File: config.mk
export PLATFORM = sky130hd
export DESIGN_NAME = morse_light_decoder_core
export DESIGN_NICKNAME = d
export VERILOG_FILES = /design/src/hdl/mld_pkg.sv /design/src/hdl/mld_timing.sv /design/src/hdl/mld_decode.sv /design/src/hdl/morse_light_decoder_core.sv
export SDC_FILE = /design/constraint.sdc
export NUM_CORES = 1
export LEC_CHECK = 0
export BUFFER_PORTS_ARGS = -buffer_cell sky130_fd_sc_hd__buf_2
export CORE_ASPECT_RATIO = 1.25
export CORE_MARGIN = 3
export CORE_UTILIZATION = 44
export CTS_CLUSTER_SIZE = 25
export DETAILED_ROUTE_END_ITERATION = 16
export GPL_TIMING_DRIVEN = 0
export SETUP_SLACK_MARGIN = 0.05
export SLEW_MARGIN = 20
export SYNTH_ARGS = -nofsm -noshare
export SYNTH_HDL_FRONTEND = slang
export SYNTH_SLANG_ARGS = --single-unit
export TNS_END_PERCENT = 100
File: constraint.sdc
create_clock -name i_clk -period 7.3 [get_ports i_clk]
set_input_delay 0.73 -clock i_clk [delete_from_list [all_inputs] [get_ports i_clk]]
set_output_delay 0.73 -clock i_clk [all_outputs]
set_load 0.02 [all_outputs]
File: src/hdl/mld_pkg.sv
// ----------------------------------------------------------------------------
// Morse light decoder package
// Shared widths, result codes, status structs and the Morse code table.
// ----------------------------------------------------------------------------
package mld_pkg;

    localparam int MAX_ELEMENTS = 5;
    localparam int SYM_LEN_W    = $clog2(MAX_ELEMENTS + 2);
    localparam int THRESH_W     = 10;
    localparam int DOT_W        = 16;
    localparam int TIME_W       = 32;
    localparam int CHAR_W       = 7;

    localparam logic [THRESH_W-1:0] THRESH_RESET = THRESH_W'(512);
    localparam logic [DOT_W-1:0]    DOT_RESET    = DOT_W'(100);
    localparam logic [CHAR_W-1:0]   SPACE_CHAR   = 7'h20;

    typedef enum logic [1:0] {
        KIND_CHAR  = 2'd0,
        KIND_SPACE = 2'd1,
        KIND_END   = 2'd2
    } t_kind;

    typedef enum logic {
        CFG_THRESHOLD = 1'b0,
        CFG_DOT_LEN   = 1'b1
    } t_cfg_index;

    typedef enum logic {
        OP_SAMPLE = 1'b0,
        OP_ACK    = 1'b1
    } t_op;

    typedef struct packed {
        logic is_dot;
        logic is_dash;
        logic decode_gap;
        logic space_gap;
    } t_timing;

    typedef struct packed {
        logic              hit;
        logic [CHAR_W-1:0] ch;
    } t_decode;

    typedef struct packed {
        logic [3:0]        len;
        logic [7:0]        bits;
        logic [CHAR_W-1:0] ch;
    } t_code_entry;

    localparam int CODE_COUNT = 36;

    // Dash is a one, elements first-received in the MSB. The end marker is
    // deliberately absent: it decodes as a miss, the same as unknown symbols.
    localparam t_code_entry CODE_TABLE [CODE_COUNT] = '{
        '{4'd2, 8'b00000001, 7'h61}, '{4'd4, 8'b00001000, 7'h62},
        '{4'd4, 8'b00001010, 7'h63}, '{4'd3, 8'b00000100, 7'h64},
        '{4'd1, 8'b00000000, 7'h65}, '{4'd4, 8'b00000010, 7'h66},
        '{4'd3, 8'b00000110, 7'h67}, '{4'd4, 8'b00000000, 7'h68},
        '{4'd2, 8'b00000000, 7'h69}, '{4'd4, 8'b00000111, 7'h6a},
        '{4'd3, 8'b00000101, 7'h6b}, '{4'd4, 8'b00000100, 7'h6c},
        '{4'd2, 8'b00000011, 7'h6d}, '{4'd2, 8'b00000010, 7'h6e},
        '{4'd3, 8'b00000111, 7'h6f}, '{4'd4, 8'b00000110, 7'h70},
        '{4'd4, 8'b00001101, 7'h71}, '{4'd3, 8'b00000010, 7'h72},
        '{4'd3, 8'b00000000, 7'h73}, '{4'd1, 8'b00000001, 7'h74},
        '{4'd3, 8'b00000001, 7'h75}, '{4'd4, 8'b00000001, 7'h76},
        '{4'd3, 8'b00000011, 7'h77}, '{4'd4, 8'b00001001, 7'h78},
        '{4'd4, 8'b00001011, 7'h79}, '{4'd4, 8'b00001100, 7'h7a},
        '{4'd5, 8'b00011111, 7'h30}, '{4'd5, 8'b00001111, 7'h31},
        '{4'd5, 8'b00000111, 7'h32}, '{4'd5, 8'b00000011, 7'h33},
        '{4'd5, 8'b00000001, 7'h34}, '{4'd5, 8'b00000000, 7'h35},
        '{4'd5, 8'b00010000, 7'h36}, '{4'd5, 8'b00011000, 7'h37},
        '{4'd5, 8'b00011100, 7'h38}, '{4'd5, 8'b00011110, 7'h39}
    };

endpackage

File: src/hdl/mld_timing.sv
// ----------------------------------------------------------------------------
// Morse light decoder pulse and gap timing
// Classifies the pulse length and tests the off-time against the decode and
// word-space limits, all scaled from the dot length.
// ----------------------------------------------------------------------------
module mld_timing
    import mld_pkg::*;
(
    input  logic [TIME_W-1:0] i_now_ms,
    input  logic [TIME_W-1:0] i_pulse_start,
    input  logic [TIME_W-1:0] i_last_edge,
    input  logic [DOT_W-1:0]  i_dot_len,
    output t_timing           o_timing
);

    logic [TIME_W-1:0]  dur;
    logic [TIME_W-1:0]  gap;
    logic [DOT_W+1:0]   dot3;
    logic [DOT_W+3:0]   dot9;
    logic [TIME_W+2:0]  gap5;
    logic [TIME_W:0]    gap2;

    always_comb begin
        dur  = i_now_ms - i_pulse_start;
        gap  = i_now_ms - i_last_edge;
        dot3 = {1'b0, i_dot_len, 1'b0} + {2'b00, i_dot_len};
        dot9 = {1'b0, i_dot_len, 3'b000} + {4'b0000, i_dot_len};
        gap5 = {1'b0, gap, 2'b00} + {3'b000, gap};
        gap2 = {gap, 1'b0};

        // The 1.8 and 4.5 dot limits are tested exactly as 5*gap >= 9*dot
        // and 2*gap >= 9*dot.
        o_timing.is_dot     = dur <= TIME_W'(i_dot_len);
        o_timing.is_dash    = dur <= TIME_W'(dot3);
        o_timing.decode_gap = gap5 >= (TIME_W+3)'(dot9);
        o_timing.space_gap  = gap2 >= (TIME_W+1)'(dot9);
    end

endmodule

File: src/hdl/mld_decode.sv
// ----------------------------------------------------------------------------
// Morse light decoder symbol lookup
// Matches the pending symbol against the code table and returns its character.
// ----------------------------------------------------------------------------
module mld_decode
    import mld_pkg::*;
(
    input  logic [SYM_LEN_W-1:0]    i_sym_len,
    input  logic [MAX_ELEMENTS-1:0] i_sym_bits,
    output t_decode                 o_decode
);

    logic [CODE_COUNT-1:0] match;

    always_comb begin
        for (int i = 0; i < CODE_COUNT; i++) begin
            match[i] = (CODE_TABLE[i].len == 4'(i_sym_len))
                    && (CODE_TABLE[i].bits == 8'(i_sym_bits));
        end
    end

    // At most one entry matches, so an OR over the gated characters selects it.
    always_comb begin
        o_decode.hit = |match;
        o_decode.ch  = '0;
        for (int i = 0; i < CODE_COUNT; i++) begin
            o_decode.ch = o_decode.ch | (CODE_TABLE[i].ch & {CHAR_W{match[i]}});
        end
    end

endmodule

File: src/hdl/morse_light_decoder_core.sv
// ----------------------------------------------------------------------------
// Morse light decoder core
// Turns timestamped light samples into a stream of decoded Morse characters.
// ----------------------------------------------------------------------------
// Usage:
//   Input channel (i_in_valid / o_in_stall) carries, when unstalled, one request
//   per cycle: a sensor sample with its millisecond timestamp (i_op = 0), or the
//   host acknowledge that the current message has been taken (i_op = 1).
//   Output channel (o_out_valid / i_out_stall) carries at most one result
//   per request: a character, a word space or an end of message.
//   A request is registered on acceptance and fully processed from the input
//   register; its result enters the result register when the request advances.
//   One request is taken every cycle unless a result stalls; the state update,
//   timing compares and table lookup sit between input and result register.
//   While the receiver stalls, the result register holds its value and the
//   input register still drains into it as soon as the result is taken; with
//   both registers full, o_in_stall follows i_out_stall.
//   Reset (i_rst_n low, synchronous) empties both registers, clears the
//   decoder state and restores threshold 512 and dot length 100 ms.
//   Configuration writes through i_cfg_we take effect at once; the user is to
//   make them only while no request is in flight, unchecked by the block.
// ----------------------------------------------------------------------------
module morse_light_decoder_core
    import mld_pkg::*;
(
    input  logic                i_clk,
    input  logic                i_rst_n,
    input  logic                i_cfg_we,
    input  logic                i_cfg_index,
    input  logic [DOT_W-1:0]    i_cfg_data,
    input  logic                i_in_valid,
    output logic                o_in_stall,
    input  logic                i_op,
    input  logic [THRESH_W-1:0] i_sample,
    input  logic [TIME_W-1:0]   i_now_ms,
    output logic                o_out_valid,
    input  logic                i_out_stall,
    output logic [1:0]          o_kind,
    output logic [CHAR_W-1:0]   o_char_code
);

    // Configuration
    logic [THRESH_W-1:0] r_threshold;
    logic [DOT_W-1:0]    r_dot_len;

    // Input register
    logic                r_in_valid;
    logic                r_op;
    logic [THRESH_W-1:0] r_sample;
    logic [TIME_W-1:0]   r_now;

    // Decoder state
    logic                    r_receiving,  n_receiving;
    logic [TIME_W-1:0]       r_pulse_start, n_pulse_start;
    logic [TIME_W-1:0]       r_last_edge,  n_last_edge;
    logic [MAX_ELEMENTS-1:0] r_sym_bits,   n_sym_bits;
    logic [SYM_LEN_W-1:0]    r_sym_len,    n_sym_len;
    logic                    r_space_done, n_space_done;
    logic                    r_msg_nonempty, n_msg_nonempty;

    // Result register
    logic              r_out_valid;
    t_kind             r_kind,  n_kind;
    logic [CHAR_W-1:0] r_char,  n_char;
    logic              n_emit;

    logic    advance;
    t_timing timing;
    t_decode dec;

    assign advance    = r_in_valid && (!r_out_valid || !i_out_stall);
    assign o_in_stall = r_in_valid && !advance;

    mld_timing u_timing (
        .i_now_ms      (r_now),
        .i_pulse_start (r_pulse_start),
        .i_last_edge   (r_last_edge),
        .i_dot_len     (r_dot_len),
        .o_timing      (timing)
    );

    mld_decode u_decode (
        .i_sym_len  (r_sym_len),
        .i_sym_bits (r_sym_bits),
        .o_decode   (dec)
    );

    always_comb begin
        n_receiving    = r_receiving;
        n_pulse_start  = r_pulse_start;
        n_last_edge    = r_last_edge;
        n_sym_bits     = r_sym_bits;
        n_sym_len      = r_sym_len;
        n_space_done   = r_space_done;
        n_msg_nonempty = r_msg_nonempty;
        n_emit         = 1'b0;
        n_kind         = KIND_CHAR;
        n_char         = '0;

        if (r_op == OP_ACK) begin
            n_msg_nonempty = 1'b0;
        end else if (r_sample > r_threshold) begin
            if (!r_receiving) begin
                n_receiving   = 1'b1;
                n_space_done  = 1'b0;
                n_pulse_start = r_now;
            end
        end else if (r_receiving) begin
            n_receiving = 1'b0;
            n_last_edge = r_now;
            // Pulses longer than three dots add nothing.
            if (timing.is_dot || timing.is_dash) begin
                if (r_sym_len < SYM_LEN_W'(MAX_ELEMENTS)) begin
                    n_sym_bits = {r_sym_bits[MAX_ELEMENTS-2:0], !timing.is_dot};
                    n_sym_len  = r_sym_len + SYM_LEN_W'(1);
                end else begin
                    // Overlong symbol saturates and later misses the table.
                    n_sym_len = SYM_LEN_W'(MAX_ELEMENTS + 1);
                end
            end
        end else if (timing.decode_gap && (r_sym_len != '0)) begin
            n_sym_bits = '0;
            n_sym_len  = '0;
            if (dec.hit) begin
                n_msg_nonempty = 1'b1;
                n_emit         = 1'b1;
                n_kind         = KIND_CHAR;
                n_char         = dec.ch;
            end else if (r_msg_nonempty) begin
                n_emit = 1'b1;
                n_kind = KIND_END;
            end
        end else if (timing.space_gap && r_msg_nonempty && !r_space_done) begin
            n_space_done = 1'b1;
            n_last_edge  = r_now;
            n_emit       = 1'b1;
            n_kind       = KIND_SPACE;
            n_char       = SPACE_CHAR;
        end
    end

    always_ff @(posedge i_clk) begin
        if (!i_rst_n) begin
            r_threshold <= THRESH_RESET;
            r_dot_len   <= DOT_RESET;
        end else if (i_cfg_we) begin
            unique case (t_cfg_index'(i_cfg_index))
                CFG_THRESHOLD: r_threshold <= i_cfg_data[THRESH_W-1:0];
                CFG_DOT_LEN:   r_dot_len   <= i_cfg_data;
                default:       r_dot_len   <= r_dot_len;
            endcase
        end
    end

    always_ff @(posedge i_clk) begin
        if (!i_rst_n) begin
            r_in_valid <= 1'b0;
        end else if (!o_in_stall) begin
            r_in_valid <= i_in_valid;
        end
    end

    always_ff @(posedge i_clk) begin
        if (!o_in_stall && i_in_valid) begin
            r_op     <= i_op;
            r_sample <= i_sample;
            r_now    <= i_now_ms;
        end
    end

    always_ff @(posedge i_clk) begin
        if (!i_rst_n) begin
            r_receiving    <= 1'b0;
            r_pulse_start  <= '0;
            r_last_edge    <= '0;
            r_sym_bits     <= '0;
            r_sym_len      <= '0;
            r_space_done   <= 1'b0;
            r_msg_nonempty <= 1'b0;
        end else if (advance) begin
            r_receiving    <= n_receiving;
            r_pulse_start  <= n_pulse_start;
            r_last_edge    <= n_last_edge;
            r_sym_bits     <= n_sym_bits;
            r_sym_len      <= n_sym_len;
            r_space_done   <= n_space_done;
            r_msg_nonempty <= n_msg_nonempty;
        end
    end

    always_ff @(posedge i_clk) begin
        if (!i_rst_n) begin
            r_out_valid <= 1'b0;
        end else if (advance && n_emit) begin
            r_out_valid <= 1'b1;
        end else if (!i_out_stall) begin
            r_out_valid <= 1'b0;
        end
    end

    always_ff @(posedge i_clk) begin
        if (advance && n_emit) begin
            r_kind <= n_kind;
            r_char <= n_char;
        end
    end

    assign o_out_valid = r_out_valid;
    assign o_kind      = r_kind;
    assign o_char_code = r_char;

endmodule

# == After elaboration in Yosys (flattened, before gate mapping) ==
# Index checks and enable logic that the tools add are counted.
# op_classes
mux,38
order_cmp,6
addsub,6
eq_ne,31
n_reduce_logical,69
n_bitwise,39
# op_table
operator,count
OR 7 bit,25
2-to-1 mux 32 bit,3
OR 7 x 6 -> 7 bit,10
subtractor 32 bit,2
logical AND 1 bit,43
OR reduction 36 bit,1
adder 34 x 32 -> 35 bit,1
"equality test 4 x 5 -> 1 bit, first input constant",7
>= comparator 35 x 20 -> 1 bit,1
>= comparator 33 x 20 -> 1 bit,1
less-or-equal comparator 32 x 16 -> 1 bit,1
less-or-equal comparator 32 x 18 -> 1 bit,1
"equality test 5 bit, first input constant",5
2-to-1 mux 1 bit,21
adder 19 x 16 -> 20 bit,1
"equality test 3 x 5 -> 1 bit, first input constant",4
2-to-1 mux 5 bit,4
AND reduction 5 bit,4
adder 17 x 16 -> 18 bit,1
2-to-1 mux 7 bit,2
2-to-1 mux 3 bit,4
"equality test 2 x 5 -> 1 bit, first input constant",2
greater-than comparator 10 bit,1
nonzero test 2 bit,5
other kinds (19),39
# word_totals
regBits,155
output_inout_bits,11
input_bits,65

# == Logic depth before layout (Yosys ltp) ==
# logic_depth
ltp_word,39
mapped_depth,32

# == Hierarchy ==
# A second synthesis with hierarchy kept.
# unflattened
cells_unflattened,1840
hier_area_um2,14961.8
# by_module_without_submodules
mod,area_per_inst_um2,cells_per_inst,n_inst
mld_timing,8338.0,1163,1
morse_light_decoder_core,5825.6,555,1
mld_decode,798.3,122,1

# == Least setup slack after synthesis ==
# Ideal clock, no wire load.
# synth_path
path_kind,register to register
startpoint,reg r_now[0]
endpoint,"reg r_char[0], in the netlist o_char_code[0], enable pin"
setup_slack_ns,0.945
required_time_ns,6.966
stages_incl_launch_ff,30
setup_time_ns,0.334
t_arrival_ns,6.020
synth_period_minus_slack_ns,6.355
cell_sequence,edfxtp_1 > inv_1 > ha_1 > fa_1 > nor2b_1 > o31ai_1 > and2_1 > o311ai_1 > nand3_1 > nand2_1 > xor2_1 > ha_1 > nand4_1 > or3_1 > nor3_1 > or2_2 > nor2_1 > xnor2_1 > ha_1 > a21oi_1 > o21ai_0 > nor4_1 > a31oi_1 > nor4_1 > nand3_1 > or4_1 > o32ai_2 > buf_2 > nand4b_1 > nand2_1
# synth_via
elab_chain_cells,10
word_cells_on_any_way,13
# synth_lines
element,line_no,text
"start, declared",morse_light_decoder_core.sv:50,logic [TIME_W-1:0] r_now;
"start signal, assigned",morse_light_decoder_core.sv:167,r_now <= i_now_ms;
subtractor 32 bit (*),mld_timing.sv:25,gap = i_now_ms - i_last_edge;
branches (longest 4 deep; another with adder 34 x 32 -> 35 bit),n/a,
2-to-1 mux 1 bit (*),morse_light_decoder_core.sv:121,end else if (timing.decode_gap && (r_sym_len != '0)) begin
2-to-1 mux 1 bit (*),morse_light_decoder_core.sv:108,end else if (r_receiving) begin
2-to-1 mux 1 bit (*),morse_light_decoder_core.sv:102,end else if (r_sample > r_threshold) begin
2-to-1 mux 1 bit (*),morse_light_decoder_core.sv:100,if (r_op == OP_ACK) begin
logical AND 1 bit (*),morse_light_decoder_core.sv:202,if (advance && n_emit) begin
"end signal, assigned",morse_light_decoder_core.sv:204,r_char <= n_char;
"end, declared",morse_light_decoder_core.sv:64,"logic [CHAR_W-1:0] r_char, n_char;"
# Every way passes the cells marked *.
# A chain may end at the register's enable or synchronous reset.

# == Worst setup path after layout ==
# layout_path
startpoint,reg r_now[0]
endpoint,"reg r_kind[0], in the netlist o_kind[0], enable pin"
# layout_via
elab_chain_cells,10
word_cells_on_any_way,13
# layout_lines
element,line_no,text
subtractor 32 bit (*),mld_timing.sv:25,
branches (longest 4 deep; another with adder 34 x 32 -> 35 bit),n/a,
2-to-1 mux 1 bit (*),morse_light_decoder_core.sv:121,
2-to-1 mux 1 bit (*),morse_light_decoder_core.sv:108,
2-to-1 mux 1 bit (*),morse_light_decoder_core.sv:102,
2-to-1 mux 1 bit (*),morse_light_decoder_core.sv:100,
logical AND 1 bit (*),morse_light_decoder_core.sv:202,
"end signal, assigned",morse_light_decoder_core.sv:203,r_kind <= n_kind;
"end, declared",morse_light_decoder_core.sv:63,"t_kind r_kind, n_kind;"
# Marked as above.

==> Flow_metrics.wiki <==
{| class="wikitable"
! Metric !! Value
|-
| Tmin final || between 6 and 7 ns
|-
| Pwr per Cell Area || 207.5 nW/um2
|-
| Via count of the first global-routing pass || about 13000
|-
| CTS buffer count || 17
|-
| Synthesized area per cell || ~8.0 um2
|-
| Avg Vias per Cell || about 5.7
|-
| DRC viols || 0
|-
| Longest Clk Path Bufs || 2
|-
| Worst Max-Slew Pin Slew || about 0.85 ns
|-
| Post-synthesis sequential element count || roughly 160
|-
| EDFF count, synth || between 50 and 60
|-
| Number of port buffers || 75
|-
| Path class of the lowest-slack min-delay path || reg -> reg
|-
| Primary flip-flop cell chosen by synthesis mapping || sky130_fd_sc_hd__dfxtp_1
|-
| Logic depth of the worst register-to-register path || 28
|-
| Portion of synthesized cell area occupied by the leading cell type || 17.89%
|-
| Leading cell type in the layout, fill and taps excluded || sky130_fd_sc_hd__nand2_1
|-
| Largest incremental delay on the critical path || between 0.5 and 0.6 ns
|-
| Non-filler instance count after layout || 2369
|-
| Initial standard-cell utilization of the core || about 45%
|-
| Flip-flop and latch area || between 3000 and 4000 um2
|-
| Fraction of layout instances using a drive strength above 1 || slightly above 10%
|-
| Die area || between 30000 and 40000 um2
|-
| Count of fill cells added during filler insertion || around 3100
|-
| Maximum number of pins on one net before global-route repair || 28
|-
| Clk Latency, worst-skew pair || 0.45 ns
|-
| Top cells by area in the synthesized netlist || sky130_fd_sc_hd__ha_1 (18%), sky130_fd_sc_hd__dfxtp_1 (14%), sky130_fd_sc_hd__edfxtp_1 (11%), sky130_fd_sc_hd__nand2_1 (7.1%), sky130_fd_sc_hd__a21oi_1 (6.8%)
|-
| Overall Power || around 3.4 mW
|-
| Total setup violations reported at the end of the flow || 0
|-
| Layout overhead on the synthesized area || 13.64%
|-
| First-pass GRT wire length || 64790 um
|-
| Placed cells || ~2300
|-
| CP required || roughly 7.5 ns
|-
| Total of hold buffers inserted after clock tree synthesis || 0
|-
| Largest fanout on the critical path || 5
|-
| Slowest cell on the critical path || sky130_fd_sc_hd__or4_4
|-
| Number of hold violations in the final report || 0
|-
| Final count of pins violating max slew || 0
|-
| Initial antenna violation count || 0
|-
| Worst EP arrival || 7.12 ns
|-
| Multi-input gate area || roughly 10000 um2
|-
| Final net count || between 2000 and 2500
|-
| Warnings, synthesis || 0
|-
| Last weighted congestion value of the routability-driven placer || about 0.93
|-
| Leading area contributor after synthesis || sky130_fd_sc_hd__ha_1
|-
| Horiz. Die Dim || 168.6 um
|-
| Number of sinks on the clock net || about 160
|-
| Max-Slew Margin vs Limit || between 40% and 50%
|-
| Antenna fix cells || 0
|-
| CP endpoint kind || register
|-
| Detailed Place HPWL || roughly 33000 um
|-
| Setup CP Type || reg -> reg
|-
| # Max-Cap Violations || 0
|-
| Synthesized area || ~15000 um2
|-
| DRC violation total after the first TritonRoute iteration || 772
|-
| Number of nets still failing antenna checks after routing || 0
|-
| Worst-path clk slew || about 0.070 ns
|-
| Number of standard-cell rows in the floorplan || between 70 and 80
|-
| Root buffer cell || sky130_fd_sc_hd__clkbuf_16
|-
| Depth of the worst hold-timing path || 2
|-
| Tcrit/Tclk final || a little over nine tenths
|-
| Routed WL || 40310 um
|-
| Most frequent cells in the layout || sky130_fd_sc_hd__nand2_1 (275), sky130_fd_sc_hd__ha_1 (200), sky130_fd_sc_hd__a21oi_1 (195)
|-
| Worst Setup Start Kind || register
|-
| Net Count, Synth || around 2100
|-
| Grt total ovfl || 0
|-
| Maximum frequency from static timing analysis || between 0.1 and 0.15 GHz
|-
| Sequential area share after synthesis || 24.91%
|-
| Worst vdd ir || between 0.00015 and 0.0002 V
|-
| GRT Util Overall || 22.51%
|-
| TNS Setup || 0 ns
|-
| Result of the run || completed
|-
| Die H || 209.3 um
|-
| DR WL/cell || around 17 um
|-
| Vias || approximately 13000
|-
| H-tree depth reported by CTS || 4
|-
| Length of the first detailed-routing pass in iterations || 5
|-
| Leakage || approximately 6.6 nW
|-
| Floorplan core area || 32240 um2
|-
| RSZ-0062 raised after global routing || true
|-
| Post-synthesis async set-or-reset flop share || 0%
|-
| Instance count of the mapped netlist || 1820
|-
| TritonCTS clock tree || yes
|-
| Distinct cell type count of the synthesized netlist || 80
|-
| Total I/O pin count || 76
|-
| Clock tree skew after final layout || between 0.015 and 0.02 ns
|}
==> layer usage <==
layer  routed length, um  GRT usage [%]  up-vias  part of all wire, %
li1                    -              -     6824                    -
met1               18310          28.99     6281                   45
met2               19880          39.73      272                   49
met3                1237          2.449       40                  3.1
met4                 889          6.605        0                  2.2
met5                   0              0        -                    0
==> cell usage after synthesis, drive strengths merged, types with 4 or more instances <==
cell type and instances:
a2111oi 6, a211o 7, a211oi 23, a21boi 6, a21o 47, a21oi 199
a221o 4, a31oi 19, a41oi 8, and2 13, and3 15, and4 4
buf 10, clkbuf 51, dfxtp 103, edfxtp 52, fa 5, ha 208
inv 141, mux2i 37, nand2 277, nand2b 20, nand3 36, nand4 27
nand4b 5, nor2 84, nor2b 22, nor3 23, nor4 9, o2111ai 4
o211a 4, o211ai 25, o21a 22, o21ai 91, o21bai 21, o221ai 4
o22ai 6, o2bb2ai 4, o31ai 13, or2 9, or3 11, or4 5
xnor2 63, xor2 35
==> state kept, by name, summed over array words and instances (netlist names), 2 cells and up <==
register / cells
r_dot_len: 16
r_sym_bits: 5
r_threshold: 10
o_char_code: 7
r_now: 32
r_last_edge: 32
r_sym_len: 3
o_kind: 2
r_sample: 10
r_pulse_start: 32
==> cells by family (layout without fill, tap and decap cells) <==
family | Yosys count | in the layout | share of synthesized area [%]
and+or+nand+nor | 569 | 570 | 18.12
AOI/OAI and AO/OA | 544 | 544 | 24.20
adders and majority gates | 213 | 213 | 18.58
buffers and inverters | 203 | 339 | 5.661
DFF | 155 | 155 | 24.91
xor gates and xnor gates | 98 | 98 | 5.902
muxes | 38 | 38 | 2.624
==> where the power goes <==
group          total, mW  switching [mW]  internal, mW
clock              0.871           0.396         0.476
combinational       1.59           0.920         0.669
sequential         0.968          0.0423         0.925
total               3.43            1.36          2.07
==> stage by stage <==
step / setup WS, ns / util, % / hold slack (ns) / instance area, um2
after floorplan: 0.9455 / - / 0.4347 / 14540
after global placement: -0.6906 / 47.87 / 0.4419 / 15430
after detailed placement: -0.7609 / 48.00 / 0.4463 / 15470
after CTS: 0.05175 / 50.14 / 0.4244 / 16170
after global routing: -0.01766 / 51.26 / 0.4391 / 16530
final: 0.3280 / 51.26 / 0.4538 / 16530
==> path summary, 6_finish.rpt <==
check	slack, ns	startpoint	to
worst max-delay path	0.33	r_now[0]	o_kind[0]
worst min-delay path	0.45	r_threshold[8]	r_threshold[8]
worst max register to register	0.33	r_now[0]	o_kind[0]
worst min register to register	0.45	r_threshold[8]	r_threshold[8]
==> cell type report <==
cell class / count / share of cell area [%]
Inverter: 142 / 3.225
Multi-Input combinational cell: 1463 / 62.87
Tap cell: 412 / 3.119
Timing Repair Buffer: 104 / 3.664
Buffer: 61 / 1.794
Clock buffer: 18 / 2.597
Clock inverter: 14 / 0.8101
Sequential cell: 155 / 21.92
==> timing repair <==
action,4_1_cts,5_1_grt
buffers inserted,2,26
endpoints found under the setup margin,61,60
gates resized for setup,15,33
pin swaps,4,23
cloned,1,0
==> critical path, delay by kind of cell (launching register included) <==
kind,cells,cell delay [ns]
AND/OR/NAND/NOR,13,3.02
AO/OA/AOI/OAI,7,1.38
adder cells (fa/ha/maj),4,1.09
XOR/XNOR,2,0.55
flip-flops,1,0.39
buffers and inverters,2,0.25
Note: power is estimated with default switching activity, not from simulation.
